### src/rtl/elc_pkg.sv
// Shared types and constants for the EEPROM line cache.
package elc_pkg;

  // Host opcodes carried on the input channel.
  typedef enum logic [1:0] {
    OP_WRITE = 2'd0,
    OP_READ  = 2'd1,
    OP_FLUSH = 2'd2,
    OP_FILL  = 2'd3
  } opcode_t;

  // Result kinds carried on the output channel.
  typedef enum logic [1:0] {
    KIND_STORE_WRITE = 2'd0,
    KIND_FILL_REQ    = 2'd1,
    KIND_READ_DATA   = 2'd2
  } kind_t;

  // A failed fill makes the whole line read as this value.
  localparam logic [7:0] FAILED_BYTE = 8'hFF;

  // Source of the word loaded into the output register.
  typedef enum logic [1:0] {
    OSEL_HOLD = 2'd0,
    OSEL_REQ  = 2'd1,
    OSEL_HIT  = 2'd2,
    OSEL_FILL = 2'd3
  } out_sel_t;

  // Controller states, one-hot.
  typedef enum logic [7:0] {
    ST_IDLE     = 8'b0000_0001,
    ST_DECODE   = 8'b0000_0010,
    ST_FL_RD    = 8'b0000_0100,
    ST_FL_CAP   = 8'b0000_1000,
    ST_FL_END   = 8'b0001_0000,
    ST_FILL_OUT = 8'b0010_0000,
    ST_RD_OUT   = 8'b0100_0000,
    ST_SWEEP    = 8'b1000_0000
  } state_t;

  // Commands from the controller to the datapath.
  typedef struct packed {
    logic     accept;
    logic     clr_fpend;
    logic     fill_write;
    logic     fill_done;
    logic     scan_start;
    logic     scan_step;
    logic     write_commit;
    logic     start_fill;
    logic     capture;
    logic     finish;
    logic     sweep_write;
    logic     out_load;
    out_sel_t out_sel;
    logic     rd_scan;
  } elc_cmd_t;

  // Status from the datapath to the controller.
  typedef struct packed {
    opcode_t op;
    logic    fpend;
    logic    off_last;
    logic    modified;
    logic    miss;
    logic    valid;
    logic    ffail;
    logic    scan_last;
    logic    scan_dirty;
    logic    hold_vld;
    logic    out_free;
  } elc_stat_t;

endpackage

### src/rtl/elc_if.sv
// Valid/ready channel interfaces for host items and result words.
interface elc_in_if #(
  parameter int ADDR_BITS = 19
) ();
  logic                 valid;
  logic                 ready;
  logic [1:0]           opcode;
  logic [ADDR_BITS-1:0] address;
  logic [7:0]           byte_in;
  logic                 fill_error;
  logic                 burst_last;

  modport source (output valid, opcode, address, byte_in, fill_error, burst_last,
                  input ready);
  modport sink (input valid, opcode, address, byte_in, fill_error, burst_last,
                output ready);
endinterface

interface elc_out_if #(
  parameter int ADDR_BITS  = 19,
  parameter int LINE_BYTES = 64
) ();
  localparam int TAG_W = ADDR_BITS - $clog2(LINE_BYTES);

  logic                 valid;
  logic                 ready;
  logic [1:0]           kind;
  logic [ADDR_BITS-1:0] store_address;
  logic [7:0]           byte_out;
  logic                 run_end;
  logic                 request_fill;
  logic [TAG_W-1:0]     fill_line;
  logic                 access_end;
  logic                 last;

  modport source (output valid, kind, store_address, byte_out, run_end, request_fill,
                  fill_line, access_end, last, input ready);
  modport sink (input valid, kind, store_address, byte_out, run_end, request_fill,
                fill_line, access_end, last, output ready);
endinterface

### src/rtl/elc_ctrl.sv
// Controller state machine that sequences lookups, flush scans, fills and sweeps.
module elc_ctrl
  import elc_pkg::*;
(
  input  logic      clk,
  input  logic      rst_n,
  input  logic      in_valid,
  output logic      in_ready,
  input  elc_stat_t stat,
  output elc_cmd_t  cmd
);

  state_t state_r, state_nxt;

  always_ff @(posedge clk) begin
    if (!rst_n) begin
      state_r <= ST_IDLE;
    end else begin
      state_r <= state_nxt;
    end
  end

  assign in_ready = (state_r == ST_IDLE);

  always_comb begin
    cmd       = '0;
    cmd.out_sel = OSEL_HOLD;
    state_nxt = state_r;
    case (state_r)
      ST_IDLE: begin
        if (in_valid) begin
          cmd.accept = 1'b1;
          state_nxt  = ST_DECODE;
        end
      end
      ST_DECODE: begin
        if (stat.op == OP_FILL) begin
          if (!stat.fpend) begin
            state_nxt = ST_IDLE;
          end else begin
            cmd.fill_write = 1'b1;
            if (stat.off_last) begin
              // The read issued now picks up the byte the pending read asked for.
              cmd.fill_done = 1'b1;
              state_nxt     = ST_FILL_OUT;
            end else begin
              state_nxt = ST_IDLE;
            end
          end
        end else begin
          cmd.clr_fpend = 1'b1;
          case (stat.op)
            OP_FLUSH: begin
              if (stat.modified) begin
                cmd.scan_start = 1'b1;
                state_nxt      = ST_FL_RD;
              end else begin
                state_nxt = ST_IDLE;
              end
            end
            OP_WRITE: begin
              if (stat.miss && stat.modified) begin
                cmd.scan_start = 1'b1;
                state_nxt      = ST_FL_RD;
              end else begin
                cmd.write_commit = 1'b1;
                state_nxt        = ST_IDLE;
              end
            end
            default: begin
              if (stat.modified) begin
                cmd.scan_start = 1'b1;
                state_nxt      = ST_FL_RD;
              end else if (stat.miss || !stat.valid) begin
                if (stat.out_free) begin
                  cmd.start_fill = 1'b1;
                  cmd.out_load   = 1'b1;
                  cmd.out_sel    = OSEL_REQ;
                  state_nxt      = ST_IDLE;
                end
              end else begin
                state_nxt = ST_RD_OUT;
              end
            end
          endcase
        end
      end
      ST_FL_RD: begin
        cmd.rd_scan = 1'b1;
        if (stat.scan_dirty) begin
          state_nxt = ST_FL_CAP;
        end else if (stat.scan_last) begin
          state_nxt = ST_FL_END;
        end else begin
          cmd.scan_step = 1'b1;
        end
      end
      ST_FL_CAP: begin
        cmd.rd_scan = 1'b1;
        if (!stat.hold_vld || stat.out_free) begin
          cmd.capture  = 1'b1;
          cmd.out_load = stat.hold_vld;
          if (stat.scan_last) begin
            state_nxt = ST_FL_END;
          end else begin
            cmd.scan_step = 1'b1;
            state_nxt     = ST_FL_RD;
          end
        end
      end
      ST_FL_END: begin
        cmd.rd_scan = 1'b1;
        if (!stat.hold_vld || stat.out_free) begin
          cmd.finish   = 1'b1;
          cmd.out_load = stat.hold_vld;
          state_nxt    = ST_IDLE;
        end
      end
      ST_FILL_OUT: begin
        if (stat.out_free) begin
          cmd.out_load = 1'b1;
          cmd.out_sel  = OSEL_FILL;
          if (stat.ffail) begin
            cmd.scan_start = 1'b1;
            state_nxt      = ST_SWEEP;
          end else begin
            state_nxt = ST_IDLE;
          end
        end
      end
      ST_RD_OUT: begin
        if (stat.out_free) begin
          cmd.out_load = 1'b1;
          cmd.out_sel  = OSEL_HIT;
          state_nxt    = ST_IDLE;
        end
      end
      ST_SWEEP: begin
        cmd.sweep_write = 1'b1;
        if (stat.scan_last) begin
          state_nxt = ST_IDLE;
        end else begin
          cmd.scan_step = 1'b1;
        end
      end
      default: begin
        state_nxt = ST_IDLE;
      end
    endcase
  end

endmodule

### src/rtl/elc_datapath.sv
// Datapath: line memory, dirty marks, tag state, flush holding stage and output register.
module elc_datapath
  import elc_pkg::*;
#(
  parameter int LINE_BYTES = 64,
  parameter int ADDR_BITS  = 19
) (
  input  logic                                     clk,
  input  logic                                     rst_n,
  input  elc_cmd_t                                 cmd,
  output elc_stat_t                                stat,
  input  logic [1:0]                               in_opcode,
  input  logic [ADDR_BITS-1:0]                     in_address,
  input  logic [7:0]                               in_byte_in,
  input  logic                                     in_fill_error,
  input  logic                                     in_burst_last,
  output logic                                     out_valid,
  input  logic                                     out_ready,
  output logic [1:0]                               out_kind,
  output logic [ADDR_BITS-1:0]                     out_store_address,
  output logic [7:0]                               out_byte_out,
  output logic                                     out_run_end,
  output logic                                     out_request_fill,
  output logic [ADDR_BITS-$clog2(LINE_BYTES)-1:0]  out_fill_line,
  output logic                                     out_access_end,
  output logic                                     out_last
);

  localparam int OFF_W = $clog2(LINE_BYTES);
  localparam int TAG_W = ADDR_BITS - OFF_W;
  localparam logic [OFF_W-1:0] OFF_LAST = OFF_W'(LINE_BYTES - 1);

  // Line storage: one write port, one registered read port.
  logic [7:0] mem [LINE_BYTES];
  logic [7:0] rd_data_r;

  // Item registers.
  opcode_t              op_r;
  logic [ADDR_BITS-1:0] addr_r;
  logic [7:0]           byte_r;
  logic                 ferr_r;
  logic                 blast_r;

  // Line state.
  logic [LINE_BYTES-1:0] dirty_r, dirty_nxt;
  logic [TAG_W-1:0]      tag_r;
  logic                  valid_r, modified_r, fpend_r, pend_r, ffail_r;
  logic [OFF_W-1:0]      poff_r;

  // Flush scan and holding stage.
  logic [OFF_W-1:0] scan_r;
  logic             hold_vld_r;
  logic [OFF_W-1:0] hold_off_r;
  logic [7:0]       hold_data_r;
  logic             hold_run_end_r;

  // Output register.
  logic                 out_valid_r;
  kind_t                kind_r;
  logic [ADDR_BITS-1:0] saddr_r;
  logic [7:0]           bout_r;
  logic                 run_end_r, req_r, aend_r, last_r;
  logic [TAG_W-1:0]     fline_r;

  logic [OFF_W-1:0] ioff, scan_inc, rd_addr, mem_wa;
  logic [TAG_W-1:0] itag;
  logic             scan_last, next_dirty, mem_we, out_free, ride;
  logic             wr_flush_commit, rd_flush_commit, fill_start;
  logic [7:0]       mem_wd, fill_byte;

  assign ioff      = addr_r[OFF_W-1:0];
  assign itag      = addr_r[ADDR_BITS-1:OFF_W];
  assign scan_last = (scan_r == OFF_LAST);
  assign scan_inc  = scan_r + OFF_W'(1);
  assign next_dirty = !scan_last && dirty_r[scan_inc];
  assign out_free  = !out_valid_r || out_ready;

  assign wr_flush_commit = cmd.finish && (op_r == OP_WRITE);
  assign rd_flush_commit = cmd.finish && (op_r == OP_READ);
  assign fill_start      = cmd.start_fill || rd_flush_commit;
  // The fill request rides on the final write-back word of a read's flush.
  assign ride            = rd_flush_commit;

  assign stat.op         = op_r;
  assign stat.fpend      = fpend_r;
  assign stat.off_last   = (ioff == OFF_LAST);
  assign stat.modified   = modified_r;
  assign stat.miss       = (itag != tag_r);
  assign stat.valid      = valid_r;
  assign stat.ffail      = ffail_r;
  assign stat.scan_last  = scan_last;
  assign stat.scan_dirty = dirty_r[scan_r];
  assign stat.hold_vld   = hold_vld_r;
  assign stat.out_free   = out_free;

  assign rd_addr = cmd.rd_scan ? scan_r : ((op_r == OP_FILL) ? poff_r : ioff);
  assign mem_we  = cmd.fill_write || cmd.write_commit || wr_flush_commit ||
                   cmd.sweep_write;
  assign mem_wa  = cmd.sweep_write ? scan_r : ioff;
  assign mem_wd  = cmd.sweep_write ? FAILED_BYTE : byte_r;

  always_ff @(posedge clk) begin
    if (mem_we) begin
      mem[mem_wa] <= mem_wd;
    end
    rd_data_r <= mem[rd_addr];
  end

  always_ff @(posedge clk) begin
    if (cmd.accept) begin
      op_r    <= opcode_t'(in_opcode);
      addr_r  <= in_address;
      byte_r  <= in_byte_in;
      ferr_r  <= in_fill_error;
      blast_r <= in_burst_last;
    end
  end

  always_comb begin
    dirty_nxt = dirty_r;
    if (cmd.finish) begin
      dirty_nxt = '0;
    end
    if (cmd.write_commit || wr_flush_commit) begin
      dirty_nxt[ioff] = 1'b1;
    end
  end

  always_ff @(posedge clk) begin
    if (!rst_n) begin
      dirty_r    <= '0;
      tag_r      <= '0;
      valid_r    <= 1'b0;
      modified_r <= 1'b0;
      fpend_r    <= 1'b0;
      poff_r     <= '0;
      pend_r     <= 1'b0;
      ffail_r    <= 1'b0;
      scan_r     <= '0;
      hold_vld_r <= 1'b0;
    end else begin
      dirty_r <= dirty_nxt;
      if (cmd.write_commit || fill_start || wr_flush_commit) begin
        tag_r   <= itag;
        valid_r <= 1'b0;
      end else if (cmd.fill_done) begin
        valid_r <= 1'b1;
      end
      if (cmd.write_commit) begin
        modified_r <= 1'b1;
      end else if (cmd.finish) begin
        modified_r <= wr_flush_commit;
      end
      if (fill_start) begin
        fpend_r <= 1'b1;
        poff_r  <= ioff;
        pend_r  <= blast_r;
        ffail_r <= 1'b0;
      end else begin
        if (cmd.clr_fpend || cmd.fill_done) begin
          fpend_r <= 1'b0;
        end
        if (cmd.fill_write) begin
          ffail_r <= ffail_r | ferr_r;
        end
      end
      if (cmd.scan_start) begin
        scan_r     <= '0;
        hold_vld_r <= 1'b0;
      end else begin
        if (cmd.scan_step) begin
          scan_r <= scan_inc;
        end
        if (cmd.capture) begin
          hold_vld_r <= 1'b1;
        end else if (cmd.finish) begin
          hold_vld_r <= 1'b0;
        end
      end
    end
  end

  always_ff @(posedge clk) begin
    if (cmd.capture) begin
      hold_off_r     <= scan_r;
      hold_data_r    <= rd_data_r;
      hold_run_end_r <= !next_dirty;
    end
  end

  // On completion the last fill byte is being written as it is needed, so it bypasses.
  assign fill_byte = ffail_r ? FAILED_BYTE :
                     ((poff_r == OFF_LAST) ? byte_r : rd_data_r);

  always_ff @(posedge clk) begin
    if (!rst_n) begin
      out_valid_r <= 1'b0;
    end else if (cmd.out_load) begin
      out_valid_r <= 1'b1;
    end else if (out_ready) begin
      out_valid_r <= 1'b0;
    end
  end

  always_ff @(posedge clk) begin
    if (cmd.out_load) begin
      kind_r    <= KIND_READ_DATA;
      saddr_r   <= '0;
      bout_r    <= '0;
      run_end_r <= 1'b0;
      req_r     <= 1'b0;
      fline_r   <= '0;
      aend_r    <= 1'b0;
      last_r    <= 1'b1;
      case (cmd.out_sel)
        OSEL_HOLD: begin
          kind_r    <= KIND_STORE_WRITE;
          saddr_r   <= {tag_r, hold_off_r};
          bout_r    <= hold_data_r;
          run_end_r <= hold_run_end_r;
          req_r     <= ride;
          fline_r   <= ride ? itag : '0;
          last_r    <= cmd.finish;
        end
        OSEL_REQ: begin
          kind_r  <= KIND_FILL_REQ;
          req_r   <= 1'b1;
          fline_r <= itag;
        end
        OSEL_HIT: begin
          bout_r <= rd_data_r;
          aend_r <= blast_r;
        end
        OSEL_FILL: begin
          bout_r <= fill_byte;
          aend_r <= pend_r;
        end
        default: begin
          kind_r <= KIND_READ_DATA;
        end
      endcase
    end
  end

  assign out_valid         = out_valid_r;
  assign out_kind          = kind_r;
  assign out_store_address = saddr_r;
  assign out_byte_out      = bout_r;
  assign out_run_end       = run_end_r;
  assign out_request_fill  = req_r;
  assign out_fill_line     = fline_r;
  assign out_access_end    = aend_r;
  assign out_last          = last_r;

endmodule

### src/rtl/eeprom_line_cache_top.sv
// Top level of the single-line write-back EEPROM cache.
// A write hit, a clean-miss read or a fill byte is finished in the decode state after acceptance (a read
// waits there for a free output register); a read hit or the line-completing fill byte gives its word
// from a later output state. A flush walks every offset of the line, with a capture step for each
// dirty byte; the single line memory port sets this pace.
// A failed fill adds a pass that writes 0xFF into every line byte.
// Reset is synchronous: valid, dirty and pending-fill state clear; line data is left unset.
module eeprom_line_cache_top
  import elc_pkg::*;
#(
  parameter int LINE_BYTES = 64,
  parameter int ADDR_BITS  = 19
) (
  input  logic        clk,
  input  logic        rst_n,
  elc_in_if.sink      in_ch,
  elc_out_if.source   out_ch
);

  // Line size must be a power of two: the address splits into tag and offset bits.
  localparam int TAG_W = ADDR_BITS - $clog2(LINE_BYTES);

  elc_cmd_t  cmd;
  elc_stat_t stat;
  logic      in_ready;

  logic             out_valid, out_run_end, out_request_fill, out_access_end, out_last;
  logic [1:0]       out_kind;
  logic [7:0]       out_byte_out;
  logic [ADDR_BITS-1:0] out_store_address;
  logic [TAG_W-1:0] out_fill_line;

  // The controller only sees status; all line state lives in the datapath.
  elc_ctrl u_ctrl (
    .clk      (clk),
    .rst_n    (rst_n),
    .in_valid (in_ch.valid),
    .in_ready (in_ready),
    .stat     (stat),
    .cmd      (cmd)
  );

  elc_datapath #(
    .LINE_BYTES (LINE_BYTES),
    .ADDR_BITS  (ADDR_BITS)
  ) u_datapath (
    .clk               (clk),
    .rst_n             (rst_n),
    .cmd               (cmd),
    .stat              (stat),
    .in_opcode         (in_ch.opcode),
    .in_address        (in_ch.address),
    .in_byte_in        (in_ch.byte_in),
    .in_fill_error     (in_ch.fill_error),
    .in_burst_last     (in_ch.burst_last),
    .out_valid         (out_valid),
    .out_ready         (out_ch.ready),
    .out_kind          (out_kind),
    .out_store_address (out_store_address),
    .out_byte_out      (out_byte_out),
    .out_run_end       (out_run_end),
    .out_request_fill  (out_request_fill),
    .out_fill_line     (out_fill_line),
    .out_access_end    (out_access_end),
    .out_last          (out_last)
  );

  // A new item is taken only in the idle state; a finished word may still sit in the
  // output register while it is taken.
  assign in_ch.ready = in_ready;

  assign out_ch.valid         = out_valid;
  assign out_ch.kind          = out_kind;
  assign out_ch.store_address = out_store_address;
  assign out_ch.byte_out      = out_byte_out;
  assign out_ch.run_end       = out_run_end;
  assign out_ch.request_fill  = out_request_fill;
  assign out_ch.fill_line     = out_fill_line;
  assign out_ch.access_end    = out_access_end;
  assign out_ch.last          = out_last;

endmodule

### src/flat_wrapper.sv
// flat-port wrapper written by rule: the top's interface ports become plain ports
module eeprom_line_cache_top_flat import elc_pkg::*;
#(
  parameter int LINE_BYTES = 64,
  parameter int ADDR_BITS  = 19
)
  (clk, rst_n, in_ch_valid, in_ch_opcode, in_ch_address, in_ch_byte_in, in_ch_fill_error, in_ch_burst_last, in_ch_ready, out_ch_valid, out_ch_kind, out_ch_store_address, out_ch_byte_out, out_ch_run_end, out_ch_request_fill, out_ch_fill_line, out_ch_access_end, out_ch_last, out_ch_ready);
  elc_in_if #(.ADDR_BITS(ADDR_BITS)) in_ch_i ();
  elc_out_if #(.ADDR_BITS(ADDR_BITS), .LINE_BYTES(LINE_BYTES)) out_ch_i ();
  input  logic clk;
  input  logic rst_n;
  input wire logic [$bits(in_ch_i.valid)-1:0] in_ch_valid;
  input wire logic [$bits(in_ch_i.opcode)-1:0] in_ch_opcode;
  input wire logic [$bits(in_ch_i.address)-1:0] in_ch_address;
  input wire logic [$bits(in_ch_i.byte_in)-1:0] in_ch_byte_in;
  input wire logic [$bits(in_ch_i.fill_error)-1:0] in_ch_fill_error;
  input wire logic [$bits(in_ch_i.burst_last)-1:0] in_ch_burst_last;
  output wire logic [$bits(in_ch_i.ready)-1:0] in_ch_ready;
  output wire logic [$bits(out_ch_i.valid)-1:0] out_ch_valid;
  output wire logic [$bits(out_ch_i.kind)-1:0] out_ch_kind;
  output wire logic [$bits(out_ch_i.store_address)-1:0] out_ch_store_address;
  output wire logic [$bits(out_ch_i.byte_out)-1:0] out_ch_byte_out;
  output wire logic [$bits(out_ch_i.run_end)-1:0] out_ch_run_end;
  output wire logic [$bits(out_ch_i.request_fill)-1:0] out_ch_request_fill;
  output wire logic [$bits(out_ch_i.fill_line)-1:0] out_ch_fill_line;
  output wire logic [$bits(out_ch_i.access_end)-1:0] out_ch_access_end;
  output wire logic [$bits(out_ch_i.last)-1:0] out_ch_last;
  input wire logic [$bits(out_ch_i.ready)-1:0] out_ch_ready;
  assign in_ch_i.valid = in_ch_valid;
  assign in_ch_i.opcode = in_ch_opcode;
  assign in_ch_i.address = in_ch_address;
  assign in_ch_i.byte_in = in_ch_byte_in;
  assign in_ch_i.fill_error = in_ch_fill_error;
  assign in_ch_i.burst_last = in_ch_burst_last;
  assign in_ch_ready = in_ch_i.ready;
  assign out_ch_valid = out_ch_i.valid;
  assign out_ch_kind = out_ch_i.kind;
  assign out_ch_store_address = out_ch_i.store_address;
  assign out_ch_byte_out = out_ch_i.byte_out;
  assign out_ch_run_end = out_ch_i.run_end;
  assign out_ch_request_fill = out_ch_i.request_fill;
  assign out_ch_fill_line = out_ch_i.fill_line;
  assign out_ch_access_end = out_ch_i.access_end;
  assign out_ch_last = out_ch_i.last;
  assign out_ch_i.ready = out_ch_ready;
  eeprom_line_cache_top #(.LINE_BYTES(LINE_BYTES), .ADDR_BITS(ADDR_BITS)) u_core (.clk(clk), .rst_n(rst_n), .in_ch(in_ch_i), .out_ch(out_ch_i));
endmodule
### config.mk
export PLATFORM = sky130hd
export DESIGN_NAME = eeprom_line_cache_top_flat
export DESIGN_NICKNAME = d
export VERILOG_FILES = /design/src/rtl/elc_pkg.sv /design/src/rtl/elc_if.sv /design/src/rtl/elc_ctrl.sv /design/src/rtl/elc_datapath.sv /design/src/rtl/eeprom_line_cache_top.sv /design/src/flat_wrapper.sv
export SDC_FILE = /design/constraint.sdc
export NUM_CORES = 1
export LEC_CHECK = 0
export BUFFER_PORTS_ARGS = -buffer_cell sky130_fd_sc_hd__buf_2
export CORE_MARGIN = 5
export CORE_UTILIZATION = 62
export CTS_CLUSTER_SIZE = 24
export DETAILED_ROUTE_END_ITERATION = 10
export PLACE_DENSITY_LB_ADDON = 0.05
export SLEW_MARGIN = 20
export SYNTH_ARGS = -nofsm -noshare
export SYNTH_HDL_FRONTEND = slang
export SYNTH_SLANG_ARGS = --single-unit
### constraint.sdc
create_clock -name clk -period 5.8 [get_ports clk]
set_clock_uncertainty 0.2 [all_clocks]
set_input_delay 0.87 -clock clk [delete_from_list [all_inputs] [get_ports clk]]
set_output_delay 0.87 -clock clk [all_outputs]
set_load 0.05 [all_outputs]
==> metrics.md, run 1 <==
| Metric | Value |
|---|---|
| Clk slew on worst S/H paths | 0.06 ns |
| Worst-margin pin slew | 1.12 ns |
| Net Sw Frac | 23.4% |
| Vias per cell | between 6 and 7 |
| Hold Path Depth | 1 |
| Async set-reset flop share out of synthesis | 0% |
| Cell Area, Synth | between 30000 and 40000 um2 |
| Max-cap violations | 0 |
| Final ANT Viol Nets | 0 |
| Place WS | 1.35 ns |
| Total number of vias | 18400 |
| CTS tree | done |
| I/O Pins | 83 |
| Core area | 47900 um2 |
| Largest net degree at the start of global routing | 145 |
| Remaining global-route overflow | 0 |
| Setup TNS | 0 ns |
| Die H | approximately 230 um |
| Clk_lat worst skew | 0.62 ns |
| Sequential power share | 50.8% |
| Layout area overhead | 11.2% |
| Layout cells sized above 1 | 16.4% |
| Max Clock Freq | 0.223 GHz |
| Fin area | 33500 um2 |
| WHS | 0.241 ns |
| CP Launch Type | flop |
| Net total in the final layout | 2243 |
| Die area | 53200 um2 |
| Post-CTS Setup Bufs | 0 |
| Comb power frac | 8.4% |
| # port buffers | 82 |
| Final WS setup | 1.31 ns |
| HP Start | in_ch_byte_in[1] |
| Diodes inserted | 0 |
| Seq cells post-synth | 716 |
| Cell variety after synth | 59 |
| Clk pwr share | between 40% and 50% |
| Cell Int Power | 8.67 mW |
| Pleak | between 10 and 15 nW |
| Crit-path max FO | 14 |
| P_sw | ~2.6 mW |
| Hold-fix buffers, CTS | 0 |
| Post-synth top flop | edfxtp_1 |
| CTS Buffer Depth | 3 |
| Crit path time final | 4.49 ns |
| Worst EP arrival | 4.52 ns |
| Synth Area per Inst | 14.0 um2 |
| Resize count post-CTS | 0 |
| DP Wirelength | roughly 46 mm |
| First-pass GRT wire length | between 100 and 150 mm |
| Row cnt | 80 |
| Worst reg-to-reg setup slack | 1.31 ns |
| Final setup viols | 0 |
| R2R depth | 6 |
| YS warnings | 0 |
| Clock Tree Root | clkbuf_16 |
| CP endpoint kind | flop |
| RSZ-0062 raised after global routing | false |
| Seq/Total Area, Yosys | 67.6% |
| Max VDD drop | between 0.0003 and 0.0004 V |
| Critical path type | reg -> reg |
| H-tree depth | 3 |
| Slew headroom | 24.4% |
| Post-synth EDFFs | between 600 and 700 |
| Fin crit share | 77.4% |
| Drt initial violations | ~1900 |
| Post-DP Area | 31100 um2 |
| Hold WC Path Type | in -> reg |
| Req. time, crit path | 5.83 ns |
| Status | completed |
| Num Clock Sinks | 716 |
| Global Route Usage Sum | 27.4% |
| Final wirelength | 73.4 mm |
| Number of global-route vias before repair | 18400 |
| Max-slew violations | 0 |
| Routed len/inst | 25.5 um |
| Remaining DRCs | 0 |
| Drt pass-1 iters | 5 |
| Mapped Cells | 2158 |
| Total CTS buffers | between 70 and 80 |
| Worst reg2reg path startpoint | u_core.u_ctrl.state_r[0] |
| Overall power | 11.3 mW |
| CP startpoint | u_core.u_ctrl.state_r[0] |
| Hold Fails Final Rpt | 0 |
| Initial antenna violation count | 0 |
| Pwr dens | 338 nW/um2 |
| Net count of the mapped netlist | 2194 |
| Fillers | 3221 |
| Placer Congestion | between 0.8 and 0.9 |
| Die width | 231 um |
| Initial Util | between 60% and 70% |
==> stage by stage <==
step	util [%]	cells
global placement	64.8	2746
CTS	69.8	2880
floorplan	-	2158
detailed placement	64.8	2746
finish	69.9	2880
global route	69.9	2880
==> power by group through the flow <==
stage	registers [mW]	clock network (mW)	logic, mW
final	5.75	4.61	0.953
after floorplan	5.83	0	0.634
after global placement	5.86	0	0.926
after global routing	5.75	4.91	1.01
after CTS	5.75	4.67	0.943
after detailed placement	5.86	0	0.940
==> sequential cells by signal (all words and copies together), names as in the netlist, 2 cells and up <==
signal,cells
u_core.u_datapath.addr_r,19
u_core.u_datapath.hold_data_r,8
u_core.u_datapath.rd_data_r,8
u_core.u_datapath.out_byte_out,8
u_core.u_datapath.mem,512
u_core.u_datapath.scan_r,6
u_core.u_datapath.out_store_address,19
u_core.u_datapath.out_kind,2
u_core.u_datapath.byte_r,8
u_core.u_datapath.poff_r,6
u_core.u_ctrl.state_r,8
u_core.u_datapath.op_r,2
u_core.u_datapath.tag_r,13
u_core.u_datapath.hold_off_r,6
u_core.u_datapath.out_fill_line,13
u_core.u_datapath.dirty_r,64
==> final timing paths <==
| path | end |
|---|---|
| setup / recovery | u_core.u_datapath.mem[37][3] |
| hold / removal | u_core.u_datapath.byte_r[1] |
| setup reg to reg | u_core.u_datapath.mem[37][3] |
| hold reg to reg | u_core.u_datapath.dirty_r[61] |
==> metal layers <==
| layer | share of wire (%) | vias to the layer above | track usage (%) | routed length [um] |
|---|---|---|---|---|
| met2 | 49 | 750 | 45.0 | 35800 |
| met1 | 41 | 9251 | 37.4 | 30300 |
| met4 | 3.0 | 0 | 9.27 | 2240 |
| met3 | 7.0 | 129 | 5.19 | 5130 |
| li1 | - | 8291 | - | - |
| met5 | 0 | - | 0 | 0 |
==> cell usage in the layout (no fill, tap or decap), types with 33 or more instances in the layout <==
master	instances
nand2_1	209
and2_1	39
buf_2	82
dfxtp_1	112
clkbuf_16	76
edfxtp_1	604
mux2_2	54
mux4_2	38
a21oi_1	33
a211oi_1	49
mux2i_1	173
nand4_1	33
nor2b_1	58
a22oi_1	78
nor2_1	123
o21ai_0	85
and3_1	87
nor3_1	71
==> area by class of cell <==
cell class                 count  area (um2)  area share, %
sequential                   716       20400           60.8
tap                          615         769           2.29
timing repair buffer         114         676           2.01
clock buffer                  92        1970           5.88
clock inverter                42         399           1.19
inverter                      10        37.5          0.112
multi-input combinational   1291        9300           27.7
==> logic make-up (layout without fill, tap and decap cells) <==
| family | count (synthesis) | after routing | synth area share, % |
|---|---|---|---|
| muxes | 269 | 269 | 10.8 |
| xor gates and xnor gates | 23 | 23 | 0.668 |
| and+or+nand+nor | 699 | 699 | 12.0 |
| DFF | 716 | 716 | 67.6 |
| AOI/OAI and AO/OA | 299 | 299 | 6.65 |
| adders and majority gates | 1 | 1 | 0.0415 |
| buffers and inverters | 151 | 258 | 2.31 |
==> synth_stat cells, types with 3 or more instances <==
cell | n | share of area, %
a22oi_1 | 80 | 2.0
o21ai_0 | 86 | 1.4
inv_1 | 10 | 0.12
xor2_1 | 12 | 0.35
a221o_1 | 8 | 0.27
and2_1 | 39 | 0.81
buf_6 | 4 | 0.15
a2bb2oi_1 | 16 | 0.46
or2_2 | 4 | 0.083
edfxtp_1 | 604 | 60
a31oi_1 | 8 | 0.17
nand4_1 | 33 | 0.68
a21oi_1 | 33 | 0.55
mux2_2 | 56 | 2.1
or3_1 | 5 | 0.10
buf_2 | 36 | 0.60
a211oi_1 | 49 | 1.2
nor2_1 | 123 | 1.5
nor3_2 | 5 | 0.17
nor4_4 | 3 | 0.21
dfxtp_1 | 112 | 7.4
nand2b_1 | 15 | 0.31
nor4b_4 | 5 | 0.39
buf_4 | 15 | 0.37
nand2_1 | 209 | 2.6
nor3b_1 | 5 | 0.12
mux2i_1 | 174 | 5.8
buf_1 | 16 | 0.20
nor3_1 | 85 | 1.4
clkbuf_1 | 70 | 0.87
a21boi_0 | 5 | 0.12
nor2b_1 | 58 | 1.2
xnor2_1 | 11 | 0.32
mux4_2 | 38 | 2.8
nand3_1 | 10 | 0.17
and3_1 | 87 | 1.8
==> critical path: stages (launching register included) <==
cell and delay (ns):
dfxtp_1 0.39, or4_4 0.61, nor3_1 0.22, nand3b_1 0.62
o31ai_1 0.64, nand2_1 0.45, nor3_1 0.97
Note: power is estimated with default switching activity, not from simulation.
==> run 2: changes to the inputs <==
Settings changed: CORE_UTILIZATION 62 to 56.
Clock period 5.8 ns to 4.1 ns, I/O delays scaled along.
==> run 2 against run 1 <==
  * Setup slack worse by 1.2 ns
  * Sequential share of layout area down 2.5 points
  * Combinational power up 54%
  * Sequential cell count unchanged
  * First-iteration DRC count down 14%
  * Core utilization down 4.7 points
  * Total power up 46%
  * Register-to-register slack worse by 1.2 ns
  * Hold slack worse by 0.16 ns
  * Clock power up 50%
  * Die area up 10%
==> metrics.md, run 2 (synthesis gave the netlist of run 1 again) <==
| Metric | Value |
|---|---|
| Placer Congestion | 0.918 (was 0.886) |
| Req. time, crit path | 4.45 ns (was 5.83 ns) |
| Placed cell count | 2935 (was 2746) |
| Die width | 242 um (was 231 um) |
| Max-cap violations | 0 (unchanged) |
| Final ANT Viol Nets | 0 (unchanged) |
| Crit path time final | 3.97 ns (was 4.49 ns) |
| Place WS | 0.214 ns (was 1.35 ns) |
| Layout area overhead | 16.0% (was 11.2%) |
| Clk pwr share | 41.9% (was 40.7%) |
| Pleak | 12.6 nW (was 11.8 nW) |
| Layout cells sized above 1 | 19.8% (was 16.4%) |
| Initial Util | 56.3% (was 62.9%) |
| Worst EP arrival | 4.32 ns (was 4.52 ns) |
| I/O Pins | 83 (unchanged) |
| Max FFs per register | 512 (unchanged) |
| R2r endpoint | u_core.u_datapath.rd_data_r[3] (was u_core.u_datapath.mem[37][3]) |
| Clock Tree Root | clkbuf_16 (unchanged) |
| Remaining DRCs | 0 (unchanged) |
| Die H | 242 um (was 231 um) |
| P_sw | 3.83 mW (was 2.65 mW) |
| Slew headroom | 23.4% (was 24.4%) |
| CP endpoint kind | flop (unchanged) |
| Core area | 53600 um2 (was 47900 um2) |
| R2R depth | 9 (was 6) |
| Remaining global-route overflow | 0 (unchanged) |
| Net total in the final layout | 2384 (was 2243) |
| RSZ-0062 raised after global routing | false (unchanged) |
| Worst-margin pin slew | 1.14 ns (was 1.12 ns) |
| Max-slew violations | 0 (unchanged) |
| Crit path to | u_core.u_datapath.rd_data_r[3] (was u_core.u_datapath.mem[37][3]) |
| Final wirelength | 74.9 mm (was 73.4 mm) |
| Routed len/inst | 24.1 um (was 25.5 um) |
| Total CTS buffers | 75 (was 74) |
| Cell Int Power | 12.7 mW (was 8.67 mW) |
| Final setup viols | 0 (unchanged) |
| H-tree depth | 3 (unchanged) |
| Max Clock Freq | 0.252 GHz (was 0.223 GHz) |
| Clk_lat worst skew | 0.62 ns (about the same) |
| CTS Buffer Depth | 3 (unchanged) |
| Initial antenna violation count | 0 (unchanged) |
| Fin crit share | 96.8% (was 77.4%) |
| Most frequent cells in the layout | 604 x edfxtp_1, 209 x nand2_1, 172 x mux2i_1 (was 604 x edfxtp_1, 209 x nand2_1, 173 x mux2i_1) |
| Setup TNS | 0 ns (unchanged) |
| Final Non-Filler Cells | 3104 (was 2880) |
| Final WS setup | 0.129 ns (was 1.31 ns) |
| Vias per cell | 6.06 (was 6.40) |
| Diodes inserted | 0 (unchanged) |
| Worst reg2reg path startpoint | u_core.u_datapath.op_r[1] (was u_core.u_ctrl.state_r[0]) |
| Worst reg-to-reg setup slack | 0.13 ns (was 1.31 ns) |
| Hold Fails Final Rpt | 0 (unchanged) |
| Largest net degree at the start of global routing | 87 (was 145) |
| CTS tree | done (unchanged) |
| Global Route Usage Sum | 25.0% (was 27.4%) |
| # port buffers | 82 (unchanged) |
| Drt initial violations | 1637 (was 1904) |
| Die area | 58600 um2 (was 53200 um2) |
| Total number of vias | 18800 (was 18400) |
| Sequential power share | 49.2% (was 50.8%) |
| WHS | 0.0770 ns (was 0.241 ns) |
| Critical path type | reg -> reg (unchanged) |
| Top flop regs | u_core.u_datapath.mem x512, u_core.u_datapath.dirty_r x64 (unchanged) |
| Number of global-route vias before repair | 18600 (was 18400) |
| Num Clock Sinks | 716 (unchanged) |
| Max VDD drop | 0.000352 V (was 0.000307 V) |
| Drt pass-1 iters | 5 (unchanged) |
| Crit-path max FO | 43 (was 14) |
| DP Wirelength | 48.1 mm (was 46.0 mm) |
| Row cnt | 85 (was 80) |
| Clk slew on worst S/H paths | 0.06 ns (about the same) |
| First-pass GRT wire length | 113 mm (was 111 mm) |
| Net Sw Frac | 23.1% (was 23.4%) |
| CP Launch Type | flop (unchanged) |
| Overall power | 16.5 mW (was 11.3 mW) |
| Post-CTS Setup Bufs | 0 (unchanged) |
| Pwr dens | 472 nW/um2 (was 338 nW/um2) |
| CP startpoint | u_core.u_datapath.op_r[1] (was u_core.u_ctrl.state_r[0]) |
| Status | completed (unchanged) |
| Comb power frac | 8.9% (was 8.4%) |
| Commonest non-fill, non-tap cell in the layout | edfxtp_1 (unchanged) |
| Biggest register | u_core.u_datapath.mem (unchanged) |
| Hold WC Path Type | in -> reg (unchanged) |
## run 2: cell count changes in the layout (fill, tap and decap cells not counted), moves of 3 or more
cell,delta
a31oi_2,+4
a31oi_4,-4
buf_12,+12
buf_4,+96
bufinv_16,+4
clkbuf_1,+3
clkbuf_8,+5
clkinv_1,-3
dlygate4sd3_1,+31
nor3_1,+8
nor3_2,-8
## run 2: area by class of cell
cell class,instances,area (um2)
sequential,716,20400
fill,3998,18600
multi-input combinational,1292,9240
clock buffer,100,2050
timing repair buffer,253,1950
tap,696,871
clock inverter,37,465
inverter,10,37.5
## run 2: worst min path at each step
stage                                        startpoint                         endpoint  cells past startpoint
after floorplan             u_core.u_datapath.scan_r[4]  u_core.u_datapath.hold_off_r[4]                      0
after global placement    u_core.u_datapath.dirty_r[62]    u_core.u_datapath.dirty_r[62]                      2
after detailed placement       u_core.u_datapath.ferr_r        u_core.u_datapath.ffail_r                      2
after CTS                                         rst_n         u_core.u_ctrl.state_r[0]                      2
after global routing                              rst_n         u_core.u_ctrl.state_r[0]                      2
final                                             rst_n         u_core.u_ctrl.state_r[0]                      2
## run 2: through the flow
stage	area, um2	utilization (%)
2_1_floorplan	30200	-
6_report	35000	65.3
4_1_cts	35000	65.2
3_5_place_dp	32100	59.9
3_3_place_gp	32100	59.9
5_1_grt	35000	65.3
## run 2: power groups by stage
stage                     sequential, mW  clock (mW)  combinational, mW
after global routing                8.14        7.33               1.57
after global placement              8.28           0               1.41
after CTS                           8.13        7.05               1.46
after floorplan                     8.24           0              0.897
final                               8.14        6.92               1.47
after detailed placement            8.28           0               1.43
## run 2: repair_timing
action	in CTS	in global routing
hold endpoints to repair	31	0
hold buffers	31	0
endpoints found under the setup margin	0	1
resized for setup	0	1
## run 2: critical path, stage by stage (launching register included)
cell	delay, ns
edfxtp_1	0.54
nand2_1	0.36
mux2i_2	0.57
mux2_8	0.58
buf_4	0.28
mux2i_1	0.10
mux2_2	0.31
a22oi_1	0.42
nand4_1	0.31
nor3_1	0.20
## run 2: routing by layer
layer	share of wire [%]	vias to the layer above	track usage, %
li1	-	8568	-
met1	41	9422	33.8
met2	49	680	41.3
met3	6.9	149	4.57
met4	3.4	0	8.71
met5	0	-	0
